<file path="src/rtl/pmm_pkg.sv">
`timescale 1ns / 1ps
`default_nettype none
// ----------------------------------------------------------------------------
// pmm_pkg: shared types and constants of the partitioned matrix multiplier
// Field widths, register codes, sequencer states and the MAC control word.
// ----------------------------------------------------------------------------
package pmm_pkg;

    localparam int MAX_N_DEF  = 8;

    localparam int FUNC_W     = 2;
    localparam int ROW_W      = 3;
    localparam int COL_W      = 3;
    localparam int VAL_W      = 16;
    localparam int SUM_W      = 32;

    localparam int CFG_IDX_W  = 2;
    localparam int CFG_DATA_W = 7;
    localparam int SIZE_W     = 4;
    localparam int WIDX_W     = 6;
    localparam int WCNT_W     = 7;

    localparam logic [SIZE_W-1:0] SIZE_RST = 4'd8;
    localparam logic [WIDX_W-1:0] WIDX_RST = 6'd0;
    localparam logic [WCNT_W-1:0] WCNT_RST = 7'd1;
    localparam logic              INTL_RST = 1'b1;

    typedef enum logic [FUNC_W-1:0] {
        FN_LEFT    = 2'd0,
        FN_RIGHT   = 2'd1,
        FN_COMPUTE = 2'd2
    } t_func;

    typedef enum logic [CFG_IDX_W-1:0] {
        CFG_SIZE = 2'd0,
        CFG_WIDX = 2'd1,
        CFG_WCNT = 2'd2,
        CFG_INTL = 2'd3
    } t_cfg_idx;

    typedef enum logic [2:0] {
        ST_IDLE,
        ST_SETUP,
        ST_DIV,
        ST_BOUND,
        ST_SCAN,
        ST_ISSUE,
        ST_WAIT,
        ST_PUSH
    } t_state;

    // One term of a dot product entering the MAC pipeline
    typedef struct packed {
        logic vld;
        logic first;
        logic last;
    } t_mac_ctl;

endpackage
`default_nettype wire

</file>
<file path="src/rtl/pmm_mem.sv">
`timescale 1ns / 1ps
`default_nettype none
// ----------------------------------------------------------------------------
// pmm_mem: matrix element store
// One write port, one read port with registered read data.
// ----------------------------------------------------------------------------
module pmm_mem
    import pmm_pkg::*;
#(
    parameter int DEPTH = MAX_N_DEF * MAX_N_DEF,
    parameter int AW    = $clog2(MAX_N_DEF * MAX_N_DEF)
) (
    input  wire logic             i_clk,
    input  wire logic             i_we,
    input  wire logic [AW-1:0]    i_waddr,
    input  wire logic [VAL_W-1:0] i_wdata,
    input  wire logic [AW-1:0]    i_raddr,
    output logic      [VAL_W-1:0] o_rdata
);

    logic [VAL_W-1:0] r_mem [0:DEPTH-1];

    always_ff @(posedge i_clk) begin
        if (i_we) begin
            r_mem[i_waddr] <= i_wdata;
        end
    end

    always_ff @(posedge i_clk) begin
        o_rdata <= r_mem[i_raddr];
    end

endmodule
`default_nettype wire

</file>
<file path="src/rtl/pmm_div.sv">
`timescale 1ns / 1ps
`default_nettype none
// ----------------------------------------------------------------------------
// pmm_div: iterative unsigned divider
// Restoring division, one quotient bit per cycle.
// ----------------------------------------------------------------------------
module pmm_div
    import pmm_pkg::*;
#(
    parameter int W = 7
) (
    input  wire logic         i_clk,
    input  wire logic         i_rst_n,
    input  wire logic         i_start,
    input  wire logic [W-1:0] i_dividend,
    input  wire logic [W-1:0] i_divisor,
    output logic              o_done,
    output logic      [W-1:0] o_quot
);

    localparam int CNTW = $clog2(W + 1);

    logic            r_busy;
    logic            r_done;
    logic [CNTW-1:0] r_cnt;
    logic [W:0]      r_rem;
    logic [W-1:0]    r_quo;
    logic [W-1:0]    r_dvs;
    logic [W:0]      w_sh;
    logic            w_ge;

    // shift in the next dividend bit, then try a subtract
    assign w_sh = {r_rem[W-1:0], r_quo[W-1]};
    assign w_ge = (w_sh >= {1'b0, r_dvs});

    always_ff @(posedge i_clk) begin
        if (!i_rst_n) begin
            r_busy <= 1'b0;
            r_done <= 1'b0;
            r_cnt  <= '0;
        end else begin
            r_done <= 1'b0;
            if (i_start) begin
                r_busy <= 1'b1;
                r_cnt  <= CNTW'(W);
            end else if (r_busy) begin
                r_cnt <= r_cnt - CNTW'(1);
                if (r_cnt == CNTW'(1)) begin
                    r_busy <= 1'b0;
                    r_done <= 1'b1;
                end
            end
        end
    end

    always_ff @(posedge i_clk) begin
        if (i_start) begin
            r_rem <= '0;
            r_quo <= i_dividend;
            r_dvs <= i_divisor;
        end else if (r_busy) begin
            r_rem <= w_ge ? (w_sh - {1'b0, r_dvs}) : w_sh;
            r_quo <= {r_quo[W-2:0], w_ge};
        end
    end

    assign o_done = r_done;
    assign o_quot = r_quo;

endmodule
`default_nettype wire

</file>
<file path="src/rtl/pmm_mac.sv">
`timescale 1ns / 1ps
`default_nettype none
// ----------------------------------------------------------------------------
// pmm_mac: shared multiply-accumulate unit
// Control enters with the read address; operands arrive in the following cycle.
// ----------------------------------------------------------------------------
module pmm_mac
    import pmm_pkg::*;
(
    input  wire logic             i_clk,
    input  wire logic             i_rst_n,
    input  wire t_mac_ctl         i_ctl,
    input  wire logic [VAL_W-1:0] i_a,
    input  wire logic [VAL_W-1:0] i_b,
    output logic      [SUM_W-1:0] o_sum,
    output logic                  o_done
);

    t_mac_ctl                   r_c1;
    t_mac_ctl                   r_c2;
    logic                       r_done;
    logic signed [2*VAL_W-1:0]  w_prod;
    logic        [2*VAL_W-1:0]  r_prod;
    logic        [SUM_W-1:0]    r_acc;

    assign w_prod = $signed(i_a) * $signed(i_b);

    always_ff @(posedge i_clk) begin
        if (!i_rst_n) begin
            r_c1   <= '0;
            r_c2   <= '0;
            r_done <= 1'b0;
        end else begin
            r_c1   <= i_ctl;
            r_c2   <= r_c1;
            r_done <= r_c2.vld & r_c2.last;
        end
    end

    always_ff @(posedge i_clk) begin
        r_prod <= w_prod;
        if (r_c2.vld) begin
            r_acc <= (r_c2.first ? '0 : r_acc) + SUM_W'(r_prod);
        end
    end

    assign o_sum  = r_acc;
    assign o_done = r_done;

endmodule
`default_nettype wire

</file>
<file path="src/rtl/partitioned_matrix_multiply.sv">
`timescale 1ns / 1ps
`default_nettype none
// ----------------------------------------------------------------------------
// partitioned_matrix_multiply: one worker's share of an integer matrix product
// Loads two n x n matrices of 16-bit elements, then emits the product cells
// assigned to this worker, strided or as a contiguous block.
// ----------------------------------------------------------------------------
//
//  channel   direction  handshake                    payload
//  --------  ---------  ---------------------------  ------------------------------
//  in        input      i_in_valid / o_in_ready      i_func i_row i_col i_value
//  out       output     o_out_valid / i_out_ready    o_out_row o_out_col o_cell_sum
//                                                    o_last
//  cfg       input      i_cfg_we (no wait)           i_cfg_idx i_cfg_data
//
//  A compute word first passes through setup, the iterative divider that
//  sizes the contiguous block (CW is the width of the cell count) and the
//  bound step, then walks the unowned cell indices before the worker's
//  last cell and runs the dot product of each owned cell through the
//  single shared multiply-accumulate unit.
//  Reset restores the register defaults; matrix contents are not cleared.
//  A result waits in the output register; the sequencer holds before the
//  next push while that register is full and not taken. Input is not ready
//  until the last result of a compute word is pushed.
// ----------------------------------------------------------------------------
module partitioned_matrix_multiply
    import pmm_pkg::*;
#(
    parameter int MAX_N = MAX_N_DEF
) (
    input  wire logic                  i_clk,
    input  wire logic                  i_rst_n,

    input  wire logic                  i_in_valid,
    output logic                       o_in_ready,
    input  wire logic [FUNC_W-1:0]     i_func,
    input  wire logic [ROW_W-1:0]      i_row,
    input  wire logic [COL_W-1:0]      i_col,
    input  wire logic [VAL_W-1:0]      i_value,

    output logic                       o_out_valid,
    input  wire logic                  i_out_ready,
    output logic      [ROW_W-1:0]      o_out_row,
    output logic      [COL_W-1:0]      o_out_col,
    output logic      [SUM_W-1:0]      o_cell_sum,
    output logic                       o_last,

    input  wire logic                  i_cfg_we,
    input  wire logic [CFG_IDX_W-1:0]  i_cfg_idx,
    input  wire logic [CFG_DATA_W-1:0] i_cfg_data
);

    localparam int DEPTH = MAX_N * MAX_N;
    localparam int AW    = (DEPTH > 1) ? $clog2(DEPTH) : 1;
    localparam int IW    = (MAX_N > 1) ? $clog2(MAX_N) : 1;   // row, column, k
    localparam int NW    = $clog2(MAX_N + 1);                 // n itself
    localparam int CW    = $clog2(DEPTH + 1);                 // cell count
    localparam int NXW   = CW + 1;                            // next owned cell
    localparam int XW    = ((CW > WCNT_W) ? CW : WCNT_W) + 1; // compare width

    // configuration
    logic [SIZE_W-1:0] r_size;
    logic [WIDX_W-1:0] r_widx;
    logic [WCNT_W-1:0] r_wcnt;
    logic              r_intl;

    // sequencer
    t_state            r_state;
    t_state            n_state;
    logic [NW-1:0]     r_n;
    logic [CW-1:0]     r_total;
    logic [CW-1:0]     r_cnt;
    logic [CW-1:0]     r_end;
    logic [CW-1:0]     r_step;
    logic [NXW-1:0]    r_next;
    logic [CW-1:0]     r_idx;
    logic [IW-1:0]     r_i;
    logic [IW-1:0]     r_j;
    logic [IW-1:0]     r_k;
    logic              r_is_last;

    // output register
    logic              r_ov;
    logic [ROW_W-1:0]  r_out_row;
    logic [COL_W-1:0]  r_out_col;
    logic [SUM_W-1:0]  r_out_sum;
    logic              r_out_last;

    logic [NW-1:0]     w_n_use;
    logic [CW-1:0]     w_tot;
    logic [CW-1:0]     w_cnt;
    logic [CW-1:0]     w_base;
    logic [NXW-1:0]    w_prod;
    logic [NXW-1:0]    w_start;
    logic [CW-1:0]     w_end;
    logic [CW-1:0]     w_step;
    logic              w_none;
    logic              w_in_acc;
    logic              w_div_start;
    logic              w_div_done;
    logic              w_owned;
    logic              w_past_end;
    logic              w_j_last;
    logic              w_k_last;
    logic              w_load;
    logic              w_we_l;
    logic              w_we_r;
    logic [AW-1:0]     w_waddr;
    logic [AW-1:0]     w_laddr;
    logic [AW-1:0]     w_raddr;
    logic [VAL_W-1:0]  w_ldata;
    logic [VAL_W-1:0]  w_rdata;
    t_mac_ctl          w_mac_ctl;
    logic [SUM_W-1:0]  w_mac_sum;
    logic              w_mac_done;

    // ------------------------------------------------------------------
    // Configuration registers
    // ------------------------------------------------------------------
    always_ff @(posedge i_clk) begin
        if (!i_rst_n) begin
            r_size <= SIZE_RST;
            r_widx <= WIDX_RST;
            r_wcnt <= WCNT_RST;
            r_intl <= INTL_RST;
        end else if (i_cfg_we) begin
            unique case (t_cfg_idx'(i_cfg_idx))
                CFG_SIZE: r_size <= i_cfg_data[SIZE_W-1:0];
                CFG_WIDX: r_widx <= i_cfg_data[WIDX_W-1:0];
                CFG_WCNT: r_wcnt <= i_cfg_data[WCNT_W-1:0];
                CFG_INTL: r_intl <= i_cfg_data[0];
                default: ;
            endcase
        end
    end

    // ------------------------------------------------------------------
    // Effective size and worker count: zero becomes one, clamp above
    // ------------------------------------------------------------------
    always_comb begin
        if (r_size == '0) begin
            w_n_use = NW'(1);
        end else if (32'(r_size) > MAX_N) begin
            w_n_use = NW'(MAX_N);
        end else begin
            w_n_use = NW'(r_size);
        end
        w_tot = CW'(32'(w_n_use) * 32'(w_n_use));
        if (r_wcnt == '0) begin
            w_cnt = CW'(1);
        end else if (XW'(r_wcnt) > XW'(w_tot)) begin
            w_cnt = w_tot;
        end else begin
            w_cnt = CW'(r_wcnt);
        end
    end

    // ------------------------------------------------------------------
    // Share bounds: strided from the worker index, or a block of
    // total / count cells with the remainder on the last worker
    // ------------------------------------------------------------------
    assign w_prod = NXW'((WIDX_W + CW)'(r_widx) * (WIDX_W + CW)'(w_base));
    assign w_none = (XW'(r_widx) >= XW'(r_cnt));

    always_comb begin
        if (r_intl) begin
            w_start = NXW'(r_widx);
            w_end   = r_total;
            w_step  = r_cnt;
        end else begin
            w_start = w_prod;
            w_end   = (XW'(r_widx) == (XW'(r_cnt) - XW'(1)))
                      ? r_total : CW'(w_prod + NXW'(w_base));
            w_step  = CW'(1);
        end
    end

    // ------------------------------------------------------------------
    // Sequencer: next state
    // ------------------------------------------------------------------
    assign w_in_acc   = i_in_valid & o_in_ready;
    assign w_past_end = (r_idx >= r_end);
    assign w_owned    = (NXW'(r_idx) == r_next);
    assign w_j_last   = ((NW'(r_j) + NW'(1)) == r_n);
    assign w_k_last   = ((NW'(r_k) + NW'(1)) == r_n);

    always_comb begin
        n_state = r_state;
        unique case (r_state)
            ST_IDLE: begin
                if (w_in_acc && (i_func == FN_COMPUTE)) begin
                    n_state = ST_SETUP;
                end
            end
            ST_SETUP: n_state = ST_DIV;
            ST_DIV: begin
                if (w_div_done) begin
                    n_state = ST_BOUND;
                end
            end
            ST_BOUND: n_state = w_none ? ST_IDLE : ST_SCAN;
            ST_SCAN: begin
                priority if (w_past_end) begin
                    n_state = ST_IDLE;
                end else if (w_owned) begin
                    n_state = ST_ISSUE;
                end
            end
            ST_ISSUE: begin
                if (w_k_last) begin
                    n_state = ST_WAIT;
                end
            end
            ST_WAIT: begin
                if (w_mac_done) begin
                    n_state = ST_PUSH;
                end
            end
            ST_PUSH: begin
                if (w_load) begin
                    n_state = r_is_last ? ST_IDLE : ST_SCAN;
                end
            end
            default: n_state = ST_IDLE;
        endcase
    end

    // ------------------------------------------------------------------
    // Sequencer: outputs
    // ------------------------------------------------------------------
    always_comb begin
        o_in_ready      = (r_state == ST_IDLE);
        w_div_start     = (r_state == ST_SETUP);
        w_load          = (r_state == ST_PUSH) && (!r_ov || i_out_ready);
        w_mac_ctl.vld   = (r_state == ST_ISSUE);
        w_mac_ctl.first = (r_k == '0);
        w_mac_ctl.last  = w_k_last;
    end

    always_ff @(posedge i_clk) begin
        if (!i_rst_n) begin
            r_state <= ST_IDLE;
        end else begin
            r_state <= n_state;
        end
    end

    // ------------------------------------------------------------------
    // Sequencer datapath: walk cell indices in row-major order, stop on
    // the next owned cell, run its dot product, push it
    // ------------------------------------------------------------------
    always_ff @(posedge i_clk) begin
        unique case (r_state)
            ST_SETUP: begin
                r_n     <= w_n_use;
                r_total <= w_tot;
                r_cnt   <= w_cnt;
            end
            ST_BOUND: begin
                r_next <= w_start;
                r_end  <= w_end;
                r_step <= w_step;
                r_idx  <= '0;
                r_i    <= '0;
                r_j    <= '0;
            end
            ST_SCAN: begin
                priority if (w_past_end) begin
                end else if (w_owned) begin
                    r_k       <= '0;
                    r_is_last <= ((r_next + NXW'(r_step)) >= NXW'(r_end));
                end else begin
                    r_idx <= r_idx + CW'(1);
                    if (w_j_last) begin
                        r_j <= '0;
                        r_i <= r_i + IW'(1);
                    end else begin
                        r_j <= r_j + IW'(1);
                    end
                end
            end
            ST_ISSUE: r_k <= r_k + IW'(1);
            ST_PUSH: begin
                if (w_load && !r_is_last) begin
                    r_next <= r_next + NXW'(r_step);
                    r_idx  <= r_idx + CW'(1);
                    if (w_j_last) begin
                        r_j <= '0;
                        r_i <= r_i + IW'(1);
                    end else begin
                        r_j <= r_j + IW'(1);
                    end
                end
            end
            default: ;
        endcase
    end

    // ------------------------------------------------------------------
    // Output register: full flag resets, payload does not
    // ------------------------------------------------------------------
    always_ff @(posedge i_clk) begin
        if (!i_rst_n) begin
            r_ov <= 1'b0;
        end else if (w_load) begin
            r_ov <= 1'b1;
        end else if (i_out_ready) begin
            r_ov <= 1'b0;
        end
    end

    always_ff @(posedge i_clk) begin
        if (w_load) begin
            r_out_row  <= ROW_W'(r_i);
            r_out_col  <= COL_W'(r_j);
            r_out_sum  <= w_mac_sum;
            r_out_last <= r_is_last;
        end
    end

    assign o_out_valid = r_ov;
    assign o_out_row   = r_out_row;
    assign o_out_col   = r_out_col;
    assign o_cell_sum  = r_out_sum;
    assign o_last      = r_out_last;

    // ------------------------------------------------------------------
    // Matrix stores: drop writes outside the built size
    // ------------------------------------------------------------------
    assign w_waddr = AW'(32'(i_row) * MAX_N + 32'(i_col));
    assign w_we_l  = w_in_acc && (i_func == FN_LEFT)
                     && (32'(i_row) < MAX_N) && (32'(i_col) < MAX_N);
    assign w_we_r  = w_in_acc && (i_func == FN_RIGHT)
                     && (32'(i_row) < MAX_N) && (32'(i_col) < MAX_N);
    assign w_laddr = AW'(32'(r_i) * MAX_N + 32'(r_k));
    assign w_raddr = AW'(32'(r_k) * MAX_N + 32'(r_j));

    pmm_mem #(
        .DEPTH   (DEPTH),
        .AW      (AW)
    ) u_left (
        .i_clk   (i_clk),
        .i_we    (w_we_l),
        .i_waddr (w_waddr),
        .i_wdata (i_value),
        .i_raddr (w_laddr),
        .o_rdata (w_ldata)
    );

    pmm_mem #(
        .DEPTH   (DEPTH),
        .AW      (AW)
    ) u_right (
        .i_clk   (i_clk),
        .i_we    (w_we_r),
        .i_waddr (w_waddr),
        .i_wdata (i_value),
        .i_raddr (w_raddr),
        .o_rdata (w_rdata)
    );

    pmm_div #(
        .W          (CW)
    ) u_div (
        .i_clk      (i_clk),
        .i_rst_n    (i_rst_n),
        .i_start    (w_div_start),
        .i_dividend (w_tot),
        .i_divisor  (w_cnt),
        .o_done     (w_div_done),
        .o_quot     (w_base)
    );

    pmm_mac u_mac (
        .i_clk   (i_clk),
        .i_rst_n (i_rst_n),
        .i_ctl   (w_mac_ctl),
        .i_a     (w_ldata),
        .i_b     (w_rdata),
        .o_sum   (w_mac_sum),
        .o_done  (w_mac_done)
    );

    // ------------------------------------------------------------------
    // Assertions
    // ------------------------------------------------------------------
    a_mac_done_in_wait: assert property (@(posedge i_clk) disable iff (!i_rst_n)
        w_mac_done |-> (r_state == ST_WAIT))
        else $error("dot product finished outside the wait state");

    a_scan_order: assert property (@(posedge i_clk) disable iff (!i_rst_n)
        (r_state == ST_SCAN) |-> (NXW'(r_idx) <= r_next))
        else $error("cell walk passed the next owned cell");

    a_issue_k: assert property (@(posedge i_clk) disable iff (!i_rst_n)
        (r_state == ST_ISSUE) |-> (NW'(r_k) < r_n))
        else $error("dot product term beyond matrix size");

    a_compute_start: assert property (@(posedge i_clk) disable iff (!i_rst_n)
        (w_in_acc && (i_func == FN_COMPUTE)) |=> (r_state == ST_SETUP))
        else $error("compute word did not start the sequencer");

endmodule
`default_nettype wire

</file>
<file path="config.mk">
export PLATFORM = sky130hd
export DESIGN_NAME = partitioned_matrix_multiply
export DESIGN_NICKNAME = d
export VERILOG_FILES = /design/src/rtl/pmm_pkg.sv /design/src/rtl/pmm_mem.sv /design/src/rtl/pmm_div.sv /design/src/rtl/pmm_mac.sv /design/src/rtl/partitioned_matrix_multiply.sv
export SDC_FILE = /design/constraint.sdc
export NUM_CORES = 2
export LEC_CHECK = 0
export BUFFER_PORTS_ARGS = -buffer_cell sky130_fd_sc_hd__buf_2
export CAP_MARGIN = 20
export CORE_ASPECT_RATIO = 0.7
export CORE_MARGIN = 2
export CORE_UTILIZATION = 40
export DETAILED_ROUTE_END_ITERATION = 12
export SYNTH_ARGS = -nofsm -noshare
export SYNTH_HDL_FRONTEND = slang
export SYNTH_SLANG_ARGS = --single-unit
</file>
<file path="constraint.sdc">
create_clock -name i_clk -period 6.8 [get_ports i_clk]
set_input_delay 1.36 -clock i_clk [delete_from_list [all_inputs] [get_ports i_clk]]
set_output_delay 1.36 -clock i_clk [all_outputs]
set_load 0.01 [all_outputs]
</file>
# After elaboration in Yosys (flattened, before gate mapping)
# Memory sizes are Yosys's and may differ from the RTL's. A register that Yosys moved wholly into a read port is not among the register bits.
# Index checks and enable logic that the tools add are counted.
[word_totals]
regBits = 208
ramBits = 2048
input_bits = 38
out_inout_bits = 41
word_cells = 173
memories = 2
[mem_list]
columns = ["name", "depth", "word_bits", "rd", "rd_ports_with_merged_regs", "wr", "line_no", "source"]
rows = [
  ["u_left.r_mem", 64, 16, 1, 1, 1, "pmm_mem.sv:21", "logic [VAL_W-1:0] r_mem [0:DEPTH-1];"],
  ["u_right.r_mem", 64, 16, 1, 1, 1, "pmm_mem.sv:21", ""],
]
[classes]
add_sub_neg = 15
n_mul = 3
order_cmp = 6
eq_ne = 27
muxes = 51
bitwise = 5
reduce_logical = 29
[op_table]
columns = ["cell", "n"]
rows = [
  ["$mux 3", 21],
  ["$mux 7", 9],
  ["$add 32x32->32", 1],
  ["$mul 16x16->32", 1],
  ["$mux 32", 1],
  ["$pmux 3 s8", 1],
  ["$pmux 7 s3", 1],
  ["$add 6x3->6", 3],
  ["$pmux 3 s3", 2],
  ["$ge 8x7->1", 2],
  ["$mux 8", 2],
  ["$pmux 8 s2", 1],
  ["$eq 3x3->1 const B", 4],
  ["$mux 1", 10],
  ["$ne 2x2->1 const B", 5],
  ["$reduce_and 2->1", 5],
  ["$add 3x1->3 const B", 3],
  ["$add 3x1->4 const B", 2],
  ["$add 8x7->8", 1],
  ["$eq 4x4->1", 2],
  ["$eq 6x8->1", 1],
  ["$eq 7x8->1", 1],
  ["$mul 6x7->8", 1],
  ["$mux 4", 2],
  ["32 further kinds", 54],
]

# Depth between registers and ports, before layout
[logic_depth]
depth_word = 6
mapped_depth = 24
ltp_nobuf = 22

# Cells and area by module
# From an unflattened synthesis, not the netlist that was laid out.
[hier_totals]
cells_unflattened = 5813
hier_area_um2 = 101924.0
[modules_own_cells]
columns = ["module", "instances", "cells_per_inst", "area_each_um2", "seq_area_each_um2"]
rows = [
  ["pmm_mem", 2, 1829, 40042.2, 31069.8],
  ["pmm_mac", 1, 1415, 13446.6, 1741.7],
  ["partitioned_matrix_multiply", 1, 586, 6825.3, 3263.1],
  ["pmm_div", 1, 154, 1567.8, 660.6],
]

# Least setup slack after synthesis
# No wires, ideal clock.
[synth_path]
kind = "register to register"
startpoint = "register u_right.o_rdata[7], read port of u_right.r_mem"
endpoint = "register u_mac.r_prod[31]"
setup_time_ns = 0.072
arrival_time_ns = 5.996
t_required_ns = 6.728
path_slack_ns = 0.731
stages_incl_launch_ff = 25
path_buffers = 2
synth_period_minus_slack_ns = 6.069
cell_sequence = "dfxtp_1 -> clkbuf_1 -> nand2_1 -> fa_1 -> inv_1 -> fa_1 -> inv_1 -> fa_1 -> inv_1 -> fa_1 -> fa_1 -> inv_1 -> fa_1 -> inv_1 -> ha_1 -> buf_6 -> a21oi_4 -> o21ai_1 -> a311oi_2 -> a21boi_1 -> a221o_1 -> a2111oi_4 -> o21ai_1 -> a21oi_1 -> xnor2_1"
[synth_between]
elab_chain_cells = 1
[synth_lines]
columns = ["item", "line_no", "source"]
rows = [
  ["start: declaration", "pmm_mem.sv:18", "output logic [VAL_W-1:0] o_rdata"],
  ["$mul 16x16->32", "pmm_mac.sv:26", "assign w_prod = $signed(i_a) * $signed(i_b);"],
  ["net u_mac.w_prod[31]", "pmm_mac.sv:22", "logic signed [2*VAL_W-1:0] w_prod;"],
  ["end signal: assignment", "pmm_mac.sv:41", "r_prod <= w_prod;"],
  ["end: declaration", "pmm_mac.sv:23", "logic [2*VAL_W-1:0] r_prod;"],
]
# The timed path passes the listed nets, and every way through them passes these cells.
# A chain may end at the register's enable or synchronous reset.

# Final worst setup path
[layout_path]
startpoint = "register u_right.o_rdata[5], read port of u_right.r_mem"
endpoint = "register u_mac.r_prod[31]"
# Same word-level chain as after synthesis.

==> flow_summary.toml <==
[outcome]
status = "finished clean"

[place]
place_area_um2 = 106000
place.port_buffers = 78
gpl.final_weighted_congestion = 0.851
post-dp-hpwl_um = 158000
post-place-ws_ns = 0.284
place_inst = 9046

[synthesis]
synth_top_area_share_pct = 65.2
post_synth_inst_count = 5685
synth-seq-cells = 2286
most_used_dff_post_synth = "sky130_fd_sc_hd__edfxtp_1"
synth_top_area_cell = "sky130_fd_sc_hd__edfxtp_1"
synth_enable_flop_cells = 2181
synth.mux.area_fraction_pct = 13.7
syn-cell-area_um2 = 100000
yosys.area_share.simple_pct = 3.82
ys_types = 78
synth_warnings = 0
synth-async-reset-ratio_pct = 0
synthAdderAreaFrac_pct = 7.81
synth_xor_xnor_area_share_pct = 1.10
synth_area_per_cell_um2 = 17.7
synth_area_leaders = "sky130_fd_sc_hd__edfxtp_1 65%, sky130_fd_sc_hd__mux4_2 11%, sky130_fd_sc_hd__fa_1 5.6%"
synth-compound-area-share_pct = 3.80
seq_area_frac_synth_pct = 67.3
synthTopCellsByCount = "2181 x sky130_fd_sc_hd__edfxtp_1, 480 x sky130_fd_sc_hd__mux4_2, 371 x sky130_fd_sc_hd__inv_1, 280 x sky130_fd_sc_hd__fa_1, 271 x sky130_fd_sc_hd__nand2_1"
synth_top_family_by_area = "multiplexers"
yosys.cell_count.top_type = "sky130_fd_sc_hd__edfxtp_1"

[setup_path]
rr_endpoint = "u_mac.r_prod[31]$_DFF_P_"
crit_buf_inv = 4
crit_path_category = "reg2reg"
critPathMostFrequentCell = "sky130_fd_sc_hd__fa_1"
cpMaxStageDelayCell = "sky130_fd_sc_hd__dfxtp_1"
worstPathMaxFanout = 16
r2r-start = "u_right.o_rdata[5]$_DFF_P_"
worst_path_largest_cell_delay_ns = 0.66
cp_data_arrival_time_ns = 7.23
worst_ep_required_time_ns = 7.47
startpoint_type = "flop"
reg2regPathDepth = 21
endpoint_type_of_the_worst_setup_path = "flop"
critPathTopFamily = "adder cells"
timing.reg2reg.setup_slack_ns = 0.25
crit_chain = "and2_1 > fa_1 > inv_1 > fa_1 > fa_1 > inv_1 > fa_1 > fa_1 > inv_1 > fa_1 > inv_1 > ha_1 > a21oi_4 > o21ai_1 > a311oi_2 > a21boi_1 > a221o_1 > a2111oi_4 > o21ai_1 > a21oi_1 > xnor2_1"

[sta]
worstMarginPinSlew_ns = 1.16
slew_headroom_pct = 22.6
grt_setup_unrepaired = "no"
report.final.hold_viol_count = 0
timing.final.setup_violations = 0
final_min_period_over_clock_period_pct = 96.4
min_setup_slack_post_route_ns = 0.247
layout_min_cycle_time_ns = 6.55
finalSetupTns_ns = 0
max_freq_ghz = 0.153
clock_skew_ns = 0.0987
drv_slew = 0

[global_route]
grt_use_total_pct = 19.6
grt_start_max_net_pins = 105
grt_first_pass_wirelength_um = 364000
antenna_found_initial = 18
total_gr_overflow = 0
first_global_vias = 50746

[clocking]
cts_hold_buffers = 0
cts-root-buf = "sky130_fd_sc_hd__clkbuf_16"
worstSkewPairLatency_ns = 0.90
cts_made_buffers = 221
htree_levels = 4
clock_path_buffers = 4
path_clk_slew_ns = 0.07
clock_sinks = 2286
tritoncts = "yes"

[power_and_ir_drop]
vdd_drop_max_mv = 0.220
fin_total_pwr_uw = 30300
total_leakage_power_uw = 0.0389
power.density_nw_per_um2 = 269

[drt]
route.met3.wl_um = 23800
viasPerCell = 5.52
met2RoutedLength_um = 104000
detailedRoute.firstIterationViolations = 6380
route.detailed.drc = 0
drt_first_pass_iters = 6
routed_wire_length_um = 252000
antenna_left = 0
highest_layer = "met5"
num_vias = 52126
post_drt_wl_per_cell_um = 26.7
length_of_routed_wiring_on_met1_um = 119000

[layout]
areaGrowthSynthToFinish_pct = 12.2
fin_cells = 9451
stdcell_area_um2 = 113000
post_route_cells_drive_above_1_share_pct = 19.2
finish.net_count = 6438

[floorplan]
floorplan.rows = 153
fp.dieArea_um2 = 255000
chipWidth_um = 603
initial_core_util_pct = 40.3
io_pins = 79
floorplan.core_area_um2 = 249000
die_height_um = 423

[min_path]
hold-path-cell-count = 1
min_path_type = "reg2reg"
holdPathEnd = "u_mac.r_c2[2]$_SDFF_PN0_"
min-delay-start = "u_mac.r_c1[2]$_SDFF_PN0_"

[run]
maxCapViolCount = 0
state kept, by name, indices dropped and copies added (netlist names), 5 cells and up:
register	flops
u_mac.r_prod	32
o_cell_sum	32
u_div.o_quot	7
u_left.r_mem	1024
u_right.r_mem	1024
r_step	7
r_widx	6
u_left.o_rdata	16
r_end	7
r_idx	7
r_wcnt	7
r_total	5
u_mac.o_sum	32
r_next	8
u_right.o_rdata	16
u_div.r_rem	7
u_div.r_dvs	7
worst max-delay path by stage:
stage	from	to	slack (ns)	cells past startpoint
global route	u_right.o_rdata[3]$_DFF_P_	u_mac.r_prod[31]$_DFF_P_	0.002	20
CTS	u_right.o_rdata[2]$_DFF_P_	u_mac.r_prod[31]$_DFF_P_	0.24	20
global placement	u_right.o_rdata[2]$_DFF_P_	u_mac.r_prod[31]$_DFF_P_	0.32	20
floorplan	u_right.o_rdata[7]$_DFF_P_	u_mac.r_prod[31]$_DFF_P_	0.73	24
finish	u_right.o_rdata[5]$_DFF_P_	u_mac.r_prod[31]$_DFF_P_	0.25	21
detailed placement	u_right.o_rdata[2]$_DFF_P_	u_mac.r_prod[31]$_DFF_P_	0.28	20
metrics by stage:
stage          hold WS [ns]  utilization (%)
2_1_floorplan         0.412                -
3_3_place_gp          0.420             42.4
3_5_place_dp          0.426             42.4
4_1_cts               0.440             45.2
5_1_grt               0.455             45.2
6_report              0.439             45.2
power by group:
| part | leakage (uW) | internal [uW] | switching [uW] |
|---|---|---|---|
| registers | 0.0205 | 15600 | 92.9 |
| logic | 0.0151 | 1060 | 1580 |
| clock network | 0.00340 | 6760 | 5210 |
per-layer routing:
layer	track usage, %	up-vias
met3	4.26	310
li1	-	22348
met2	27.0	2243
met1	31.6	27223
met5	0	-
met4	3.97	2
logic make-up (layout without fill, tap and decap cells):
family	count (synthesis)	count (layout)
other	1	9
flip-flops	2286	2286
buffers and inverters	630	1056
multiplexers	764	764
AND/OR/NAND/NOR	816	816
adder cells (fa/ha/maj)	459	459
AO/OA/AOI/OAI	603	603
XOR/XNOR	126	126
repair_timing:
| action | 4_1_cts | 5_1_grt |
|---|---|---|
| endpoints found under the setup margin | 0 | 2 |
| buffers inserted | 0 | 0 |
| resized for setup | 0 | 1 |
placed cells by master (no fill, tap or decap), types with 88 or more instances in the layout:
| cell | instances |
|---|---|
| sky130_fd_sc_hd__edfxtp_1 | 2181 |
| sky130_fd_sc_hd__mux4_2 | 480 |
| sky130_fd_sc_hd__inv_1 | 371 |
| sky130_fd_sc_hd__fa_1 | 280 |
| sky130_fd_sc_hd__nand2_1 | 268 |
| sky130_fd_sc_hd__clkbuf_16 | 224 |
| sky130_fd_sc_hd__mux2i_1 | 219 |
| sky130_fd_sc_hd__nor2_1 | 218 |
| sky130_fd_sc_hd__buf_4 | 213 |
| sky130_fd_sc_hd__a21oi_1 | 202 |
| sky130_fd_sc_hd__ha_1 | 179 |
| sky130_fd_sc_hd__and2_1 | 165 |
| sky130_fd_sc_hd__o21ai_0 | 120 |
| sky130_fd_sc_hd__dfxtp_1 | 103 |
| sky130_fd_sc_hd__xnor2_1 | 88 |
cell type report:
cell class,instances,area (um^2)
fillers,21241,136000
diodes,7,17.5
multi-input cells,2770,30400
inverters,374,1410
well taps,3332,4170
repair buffers,288,2150
clock inverters,128,1100
clock buffers,266,5800
flip-flops and latches,2286,67600
(Power assumes the default switching activity.)
